--- src/hw/rtl/pft_pkg.sv ---
// ----------------------------------------------------------------------------
// pft_pkg: shared types and constants of the polygon fan triangulator
// Item opcodes, result status codes and configuration register indexes.
// ----------------------------------------------------------------------------
package pft_pkg;

  // item opcodes; code 3 carries no meaning and is ignored
  localparam logic [1:0] OP_BEGIN  = 2'd0;
  localparam logic [1:0] OP_HEADER = 2'd1;
  localparam logic [1:0] OP_CORNER = 2'd2;

  typedef enum logic [1:0] {
    ST_TRIANGLE  = 2'd0,
    ST_DROP_FACE = 2'd1,
    ST_OVERRUN   = 2'd2,
    ST_TOO_LARGE = 2'd3
  } status_e;

  // configuration register indexes
  localparam logic REG_NUM_POINTS  = 1'b0;
  localparam logic REG_NUM_INDICES = 1'b1;

  localparam int unsigned CfgIdxWidth  = 1;
  localparam int unsigned DataWidth    = 32;
  // smallest face that yields a fan triangle
  localparam int unsigned MinFanCorners = 3;

endpackage

--- src/hw/rtl/pft_ram.sv ---
// ----------------------------------------------------------------------------
// pft_ram: generic single-write, single-read synchronous ram
// One write port and one read port with registered read data.
// ----------------------------------------------------------------------------
module pft_ram #(
  parameter int unsigned Width = 32,
  parameter int unsigned Depth = 64
) (
  input  logic                     clk_i,
  input  logic                     we_i,
  input  logic [$clog2(Depth)-1:0] waddr_i,
  input  logic [Width-1:0]         wdata_i,
  input  logic                     re_i,
  input  logic [$clog2(Depth)-1:0] raddr_i,
  output logic [Width-1:0]         rdata_o
);

  logic [Width-1:0] mem_q [Depth];
  logic [Width-1:0] rdata_q;

  always_ff @(posedge clk_i) begin
    if (we_i) begin
      mem_q[waddr_i] <= wdata_i;
    end
    // read data holds while no read is issued
    if (re_i) begin
      rdata_q <= mem_q[raddr_i];
    end
  end

  assign rdata_o = rdata_q;

endmodule

--- src/hw/rtl/polygon_fan_triangulator.sv ---
// ----------------------------------------------------------------------------
// polygon_fan_triangulator: turns a stream of polygon faces into fan triangles
// Collects the corners of each face in a corner ram and emits the fan
// triangles (first, c-1, c) of a good face, or a status beat on errors.
// ----------------------------------------------------------------------------
// Begin-mesh, face header and corner beats are taken whenever the block is not
// emitting and the output register is free or draining. When the last corner
// of a good face of n > 2 corners arrives, the block stops taking input and
// emits the n-2 triangles from the corner ram, each by a ram read in S_RD and
// then registering the result in S_OUT, which waits while the output side
// stalls; the triangles are read one at a time through the single read port
// of the corner ram. A bad face gives one drop status beat, an index overrun
// or an oversized face gives one halt status beat after which headers and
// corners are ignored until the next begin-mesh. The corner ram needs no
// clearing pass after reset: only corners of the current face are read.
// num_points and num_indices must be written through the config port while
// the block is idle; this binds the user, the block does not enforce it.
module polygon_fan_triangulator #(
  parameter int unsigned MAX_FACE = 64
) (
  input  logic                                 clk_i,
  input  logic                                 rst_ni,
  // configuration write port
  input  logic                                 cfg_we_i,
  input  logic [pft_pkg::CfgIdxWidth-1:0]      cfg_idx_i,
  input  logic [pft_pkg::DataWidth-1:0]        cfg_data_i,
  // input channel
  input  logic                                 in_valid_i,
  output logic                                 in_stall_o,
  input  logic [1:0]                           op_i,
  input  logic [pft_pkg::DataWidth-1:0]        face_count_i,
  input  logic [pft_pkg::DataWidth-1:0]        vertex_index_i,
  // output channel
  output logic                                 out_valid_o,
  input  logic                                 out_stall_i,
  output logic [1:0]                           status_o,
  output logic [pft_pkg::DataWidth-1:0]        corner_a_o,
  output logic [pft_pkg::DataWidth-1:0]        corner_b_o,
  output logic [pft_pkg::DataWidth-1:0]        corner_c_o,
  output logic                                 last_o
);

  localparam int unsigned DW = pft_pkg::DataWidth;
  // corner ram address width and corner count width (counts reach MAX_FACE)
  localparam int unsigned AW = $clog2(MAX_FACE);
  localparam int unsigned CW = $clog2(MAX_FACE + 1);

  // sequencer states
  localparam logic [1:0] S_IDLE = 2'd0;  // taking input beats
  localparam logic [1:0] S_RD   = 2'd1;  // read corner c from the ram
  localparam logic [1:0] S_OUT  = 2'd2;  // register triangle c

  // configuration registers
  logic [DW-1:0] num_points_q, num_indices_q;

  // face tracking state
  logic [1:0]    state_q, state_d;
  logic [CW-1:0] expected_q, expected_d;
  logic [CW-1:0] received_q, received_d;
  logic          face_good_q, face_good_d;
  logic          face_open_q, face_open_d;
  logic [DW:0]   offset_q, offset_d;
  logic          halted_q, halted_d;
  logic [CW-1:0] c_q, c_d;

  // fan corners kept outside the ram: first corner and corner c-1
  logic [DW-1:0] first_q, first_d;
  logic [DW-1:0] prev_q, prev_d;

  // output register
  logic          out_valid_q, out_valid_d;
  logic [1:0]    status_q, status_d;
  logic [DW-1:0] a_q, a_d, b_q, b_d, cc_q, cc_d;
  logic          last_q, last_d;

  // corner ram
  logic          ram_we, ram_re;
  logic [DW-1:0] ram_rdata;

  logic          in_fire, out_free;
  logic [DW+1:0] end_sum;
  logic [CW-1:0] received_inc;
  logic          corner_good;
  logic          tri_last;

  assign out_free   = !out_valid_q || !out_stall_i;
  assign in_stall_o = (state_q != S_IDLE) || (out_valid_q && out_stall_i);
  assign in_fire    = in_valid_i && !in_stall_o;

  assign end_sum      = {1'b0, offset_q} + {2'b00, face_count_i};
  assign received_inc = received_q + CW'(1);
  assign corner_good  = face_good_q && (vertex_index_i < num_points_q);
  assign tri_last     = (c_q + CW'(1)) == expected_q;

  // corners are written only while a face is open, so the address stays below MAX_FACE
  assign ram_we = in_fire && (op_i == pft_pkg::OP_CORNER) && !halted_q && face_open_q;
  assign ram_re = (state_q == S_RD);

  pft_ram #(
    .Width (DW),
    .Depth (MAX_FACE)
  ) u_corner_ram (
    .clk_i   (clk_i),
    .we_i    (ram_we),
    .waddr_i (received_q[AW-1:0]),
    .wdata_i (vertex_index_i),
    .re_i    (ram_re),
    .raddr_i (c_q[AW-1:0]),
    .rdata_o (ram_rdata)
  );

  // configuration writes
  always_ff @(posedge clk_i or negedge rst_ni) begin
    if (!rst_ni) begin
      num_points_q  <= '0;
      num_indices_q <= '0;
    end else if (cfg_we_i) begin
      unique case (cfg_idx_i)
        pft_pkg::REG_NUM_POINTS:  num_points_q  <= cfg_data_i;
        pft_pkg::REG_NUM_INDICES: num_indices_q <= cfg_data_i;
        default: ;
      endcase
    end
  end

  always_comb begin
    state_d     = state_q;
    expected_d  = expected_q;
    received_d  = received_q;
    face_good_d = face_good_q;
    face_open_d = face_open_q;
    offset_d    = offset_q;
    halted_d    = halted_q;
    c_d         = c_q;
    first_d     = first_q;
    prev_d      = prev_q;

    // output register drains when the consumer takes the beat
    out_valid_d = out_valid_q && out_stall_i;
    status_d    = status_q;
    a_d         = a_q;
    b_d         = b_q;
    cc_d        = cc_q;
    last_d      = last_q;

    unique case (state_q)
      S_IDLE: begin
        if (in_fire) begin
          case (op_i)
            pft_pkg::OP_BEGIN: begin
              expected_d  = '0;
              received_d  = '0;
              face_good_d = 1'b1;
              face_open_d = 1'b0;
              offset_d    = '0;
              halted_d    = 1'b0;
            end
            pft_pkg::OP_HEADER: begin
              if (!halted_q) begin
                // any open face is abandoned; its indices stay counted
                face_open_d = 1'b0;
                received_d  = '0;
                expected_d  = '0;
                face_good_d = 1'b1;
                if (end_sum > {2'b00, num_indices_q}) begin
                  // overrun is checked before face size
                  halted_d    = 1'b1;
                  out_valid_d = 1'b1;
                  status_d    = pft_pkg::ST_OVERRUN;
                  a_d         = '0;
                  b_d         = '0;
                  cc_d        = '0;
                  last_d      = 1'b1;
                end else if (face_count_i > DW'(MAX_FACE)) begin
                  halted_d    = 1'b1;
                  out_valid_d = 1'b1;
                  status_d    = pft_pkg::ST_TOO_LARGE;
                  a_d         = '0;
                  b_d         = '0;
                  cc_d        = '0;
                  last_d      = 1'b1;
                end else begin
                  offset_d    = end_sum[DW:0];
                  expected_d  = face_count_i[CW-1:0];
                  face_open_d = (face_count_i != '0);
                end
              end
            end
            pft_pkg::OP_CORNER: begin
              // stray corners (halted or no open face) are ignored
              if (!halted_q && face_open_q) begin
                face_good_d = corner_good;
                received_d  = received_inc;
                if (received_q == '0) begin
                  first_d = vertex_index_i;
                end
                if (received_q == CW'(1)) begin
                  prev_d = vertex_index_i;
                end
                if (received_inc >= expected_q) begin
                  face_open_d = 1'b0;
                  if (!corner_good) begin
                    out_valid_d = 1'b1;
                    status_d    = pft_pkg::ST_DROP_FACE;
                    a_d         = '0;
                    b_d         = '0;
                    cc_d        = '0;
                    last_d      = 1'b1;
                  end else if (expected_q >= CW'(pft_pkg::MinFanCorners)) begin
                    // start the fan at corner 2; corner 1 is already in prev
                    c_d     = CW'(2);
                    state_d = S_RD;
                  end
                end
              end
            end
            default: ;
          endcase
        end
      end
      S_RD: begin
        state_d = S_OUT;
      end
      S_OUT: begin
        // ram data holds until the next read, so a stalled output just waits
        if (out_free) begin
          out_valid_d = 1'b1;
          status_d    = pft_pkg::ST_TRIANGLE;
          a_d         = first_q;
          b_d         = prev_q;
          cc_d        = ram_rdata;
          last_d      = tri_last;
          prev_d      = ram_rdata;
          c_d         = c_q + CW'(1);
          state_d     = tri_last ? S_IDLE : S_RD;
        end
      end
      default: begin
        state_d = S_IDLE;
      end
    endcase
  end

  always_ff @(posedge clk_i or negedge rst_ni) begin
    if (!rst_ni) begin
      state_q     <= S_IDLE;
      expected_q  <= '0;
      received_q  <= '0;
      face_good_q <= 1'b1;
      face_open_q <= 1'b0;
      offset_q    <= '0;
      halted_q    <= 1'b0;
      c_q         <= '0;
      out_valid_q <= 1'b0;
    end else begin
      state_q     <= state_d;
      expected_q  <= expected_d;
      received_q  <= received_d;
      face_good_q <= face_good_d;
      face_open_q <= face_open_d;
      offset_q    <= offset_d;
      halted_q    <= halted_d;
      c_q         <= c_d;
      out_valid_q <= out_valid_d;
    end
  end

  // payload registers, no reset
  always_ff @(posedge clk_i) begin
    first_q  <= first_d;
    prev_q   <= prev_d;
    status_q <= status_d;
    a_q      <= a_d;
    b_q      <= b_d;
    cc_q     <= cc_d;
    last_q   <= last_d;
  end

  assign out_valid_o = out_valid_q;
  assign status_o    = status_q;
  assign corner_a_o  = a_q;
  assign corner_b_o  = b_q;
  assign corner_c_o  = cc_q;
  assign last_o      = last_q;

  // an open face never holds more corners than its header announced
  a_open_count : assert property (@(posedge clk_i) disable iff (!rst_ni)
    face_open_q |-> (received_q < expected_q))
    else $error("open face holds too many corners");

  // a halt closes the face
  a_halt_closed : assert property (@(posedge clk_i) disable iff (!rst_ni)
    halted_q |-> !face_open_q)
    else $error("face open while halted");

  // fan emission only runs over corners of a face of three or more
  a_fan_range : assert property (@(posedge clk_i) disable iff (!rst_ni)
    (state_q != S_IDLE) |-> ((c_q < expected_q) && (c_q >= CW'(2))))
    else $error("fan corner out of range");

endmodule
--- config.mk ---
export PLATFORM = sky130hd
export DESIGN_NAME = polygon_fan_triangulator
export DESIGN_NICKNAME = d
export VERILOG_FILES = /design/src/hw/rtl/pft_pkg.sv /design/src/hw/rtl/pft_ram.sv /design/src/hw/rtl/polygon_fan_triangulator.sv
export SDC_FILE = /design/constraint.sdc
export NUM_CORES = 2
export LEC_CHECK = 0
export BUFFER_PORTS_ARGS = -buffer_cell sky130_fd_sc_hd__buf_2
export CAP_MARGIN = 20
export CORE_ASPECT_RATIO = 1.4
export CORE_MARGIN = 3
export CORE_UTILIZATION = 50
export CTS_CLUSTER_DIAMETER = 120
export CTS_CLUSTER_SIZE = 8
export DETAILED_ROUTE_END_ITERATION = 7
export PLACE_DENSITY = 0.78
export SLEW_MARGIN = 20
export SYNTH_ARGS = -nofsm -noshare
export SYNTH_HDL_FRONTEND = slang
export SYNTH_SLANG_ARGS = --single-unit
export TNS_END_PERCENT = 10
--- constraint.sdc ---
create_clock -name clk_i -period 6.54 [get_ports clk_i]
set_clock_uncertainty 0.1 [all_clocks]
set_input_delay 0.654 -clock clk_i [delete_from_list [all_inputs] [get_ports clk_i]]
set_output_delay 0.654 -clock clk_i [all_outputs]
set_load 0.01 [all_outputs]
==> impl_metrics.ini <==
[outcome]
run_status = completed

[cts]
clockBufferDepth = 4
cts_inserted_buffers = 345
tritoncts = done
clkSlewWorstSetupHoldPaths_ns = 0.05
postCtsSetupRepairBufs = 0
clkLatencyLatePin_ns = 0.91
cts.sink_count = 2367
htree_num_levels = 5
clk_root_buffer_cell = clkbuf_16

[detailed_routing]
drt_iter0_drc = 6752
drcViolationCount = 0
avgViaCountPerCell = 6.68
wl_per_cell_um = 35.8
dr_total_vias = 48400
drt_first_pass_iters = 5
route.antenna.remaining_nets = 0
route.final.wire_length_um = 259000

[synthesis]
yosys.area.top_type = edfxtp_1
synth_top_cells_by_area = edfxtp_1 73%, mux4_2 16%, dfrtp_1 3.3%, ha_1 1.5%, and2_1 0.69%
synth.cells.most_frequent = 2243 x edfxtp_1, 672 x mux4_2, 142 x clkbuf_1
yosys.cell_types.count = 61
synthesis.yosys.warnings = 0
synth-seq-cells = 2367
area_share_of_the_largest_cell_type_after_synthesis = 0.725
async_reset_ff_frac = 0.0524
most_frequent_cell_after_synthesis = edfxtp_1
ys_seq_area_frac = 0.759
synthCells = 4196
syn_avg_cell_area_um2 = 22.1
postSynthNetCount = 4411
synth_top_flop_cell = edfxtp_1
number_of_enable_flip_flop_cells_after_synthesis = 2243
syn_area_mm2 = 0.0929

[timing]
relSlewSlack = 0.203
highest_clock_rate_mhz = 167
setup_viol = 0
timing.final.crit_share = 0.914
finalMaxSlewViolations = 0
whs_ns = 0.0470
period_minus_slack_ns = 5.98
timing_worst_slew_pin_value_ns = 1.19
totalNegativeSetupSlack_ns = 0
rsz0062_at_grt = false
hold_viol = 0

[placement]
port_buffers = 204
place.detailed.hpwl_um = 140000
numPlacedInstances = 6790
finalWeightedCongestion = 0.873

[pwr]
report.power.total_mw = 33.0
power.leakage_nw = 35.0
power.ir.vdd_worst_mv = 0.290
power_per_cell_area_mw_per_mm2 = 307

[worst_setup_path]
critPathMaxFanout = 38
rr_worst_depth = 20
worst-endpoint-required_ns = 7.08
critical_path_data_arrival_time_ns = 6.52
endpoint_kind = flop
worst_setup_path_start_kind = primary input
worst-setup-path-type = primary input to flop

[die]
die_h_um = 516
fp.coreArea_mm2 = 0.184
boundaryPins = 205
rows = 186
die_x_um = 370
initial_core_util = 0.504
dieArea_mm2 = 0.191

[min_path]
hold_path.class = primary input to flop
whs_path_depth = 3

[finish]
post-route-util = 0.584
final_net_count = 4949
area_growth_syn_to_layout_pct = 15.8
layout-drive-gt1-share = 0.315
nFillCells = 12100
finalNonFillerCells = 7239

[global_routing]
gr-usage-all-layers = 0.273
grt.overflow.total = 0
maximum_number_of_pins_on_one_net_before_global_route_repair = 104
wire_length_of_the_first_global_routing_pass_um = 371000
first_global_vias = 50800
antenna_found_initial = 22

[run]
maxCapViolCount = 0
layer usage:
metal | vias up | global-route usage | share of wire
met2 | 3805 | 0.466 | 0.51
met1 | 25100 | 0.319 | 0.32
li1 | 18500 | - | -
met3 | 888 | 0.0644 | 0.099
met5 | - | 0 | 0.00041
met4 | 12 | 0.152 | 0.063
cell families after synthesis:
| kind of cell | Yosys count | share of synthesized area |
|---|---|---|
| AOI/OAI and AO/OA | 286 | 0.0210 |
| and+or+nand+nor | 390 | 0.0217 |
| adders and majority gates | 111 | 0.0150 |
| xor gates and xnor gates | 46 | 0.00434 |
| DFF | 2367 | 0.759 |
| muxes | 707 | 0.167 |
| buffers and inverters | 289 | 0.0119 |
metrics by stage:
step	setup slack [ns]	area [um^2]
2_1_floorplan	0.528	92900
3_3_place_gp	0.268	98000
3_5_place_dp	0.284	98000
4_1_cts	0.613	107000
5_1_grt	0.172	107000
6_report	0.560	108000
final cells by class:
type | instances | area [um^2] | area share
diodes | 11 | 27.5 | 0.000256
repair buffers | 388 | 2750 | 0.0255
clock inverters | 12 | 179 | 0.00166
well taps | 2444 | 3060 | 0.0284
clock buffers | 385 | 8850 | 0.0823
multi-input cells | 1540 | 21800 | 0.203
inverters | 92 | 353 | 0.00328
flip-flops and latches | 2367 | 70500 | 0.655
power by group:
part | switching (mW) | total (mW) | internal [mW]
Clock | 6.17 | 15.6 | 9.39
Sequential | 0.0265 | 16.7 | 16.7
Combinational | 0.518 | 0.721 | 0.203
what timing repair did:
| item | in CTS | in global routing |
|---|---|---|
| gates resized for setup | 0 | 0 |
| hold buffers | 40 | 0 |
| hold endpoints to repair | 122 | 0 |
worst max-delay path, cell delays in order:
cell           delay [ns]
dlygate4sd3_1        0.55
buf_2                0.16
ha_1                 0.30
a211oi_1             0.34
nor4_1               0.15
o41ai_2              0.50
o211ai_1             0.23
and3_4               0.26
o21ai_0              0.26
buf_4                0.18
xnor2_1              0.08
ha_1                 0.34
nand4_1              0.17
nand4bb_1            0.34
or4_1                0.46
o211ai_1             0.11
a31oi_1              0.08
a211o_1              0.32
a21oi_1              0.20
nand2_1              0.12
a41o_4               0.43
buf_12               0.24
sequential cells by signal (all words and copies together), names as in the netlist, 32 cells and up:
signal	flops
corner_a_o	32
u_corner_ram.mem_q	2048
corner_c_o	32
num_points_q	32
u_corner_ram.rdata_o	32
corner_b_o	32
first_q	32
prev_q	32
offset_q	33
num_indices_q	32
final timing paths:
path                                   start                 to  slack [ns]
hold reg to reg            num_indices_q[17]  num_indices_q[17]        0.40
setup reg to reg                 offset_q[1]     corner_a_o[11]        0.60
hold / removal                 cfg_data_i[9]    num_points_q[9]        0.05
setup / recovery             face_count_i[1]     corner_a_o[11]        0.56
max in group asynchronous             rst_ni   num_points_q[11]        4.56
min in group asynchronous             rst_ni        offset_q[5]        0.30
cells in the final DEF (no fill, tap or decap), types with 11 or more instances in the layout:
cell	netlist	final
edfxtp_1	2243	2243
o21ai_0	64	64
a21oi_1	52	52
xor2_1	14	14
ha_1	110	110
diode_2	0	11
nor3_1	18	18
nand2_1	70	69
mux4_2	672	672
nor2_4	0	65
inv_1	91	91
a22o_1	45	45
nand4_1	20	20
buf_2	6	203
mux2_2	34	34
clkbuf_16	0	348
buf_4	0	125
a21o_1	52	52
clkbuf_1	142	37
buf_12	0	19
nand3_1	20	19
dlygate4sd3_1	0	40
and2_1	102	102
dfrtp_1	123	118
xnor2_1	32	32
nor2_1	97	32
a31oi_1	13	13
(Power assumes the default switching activity.)
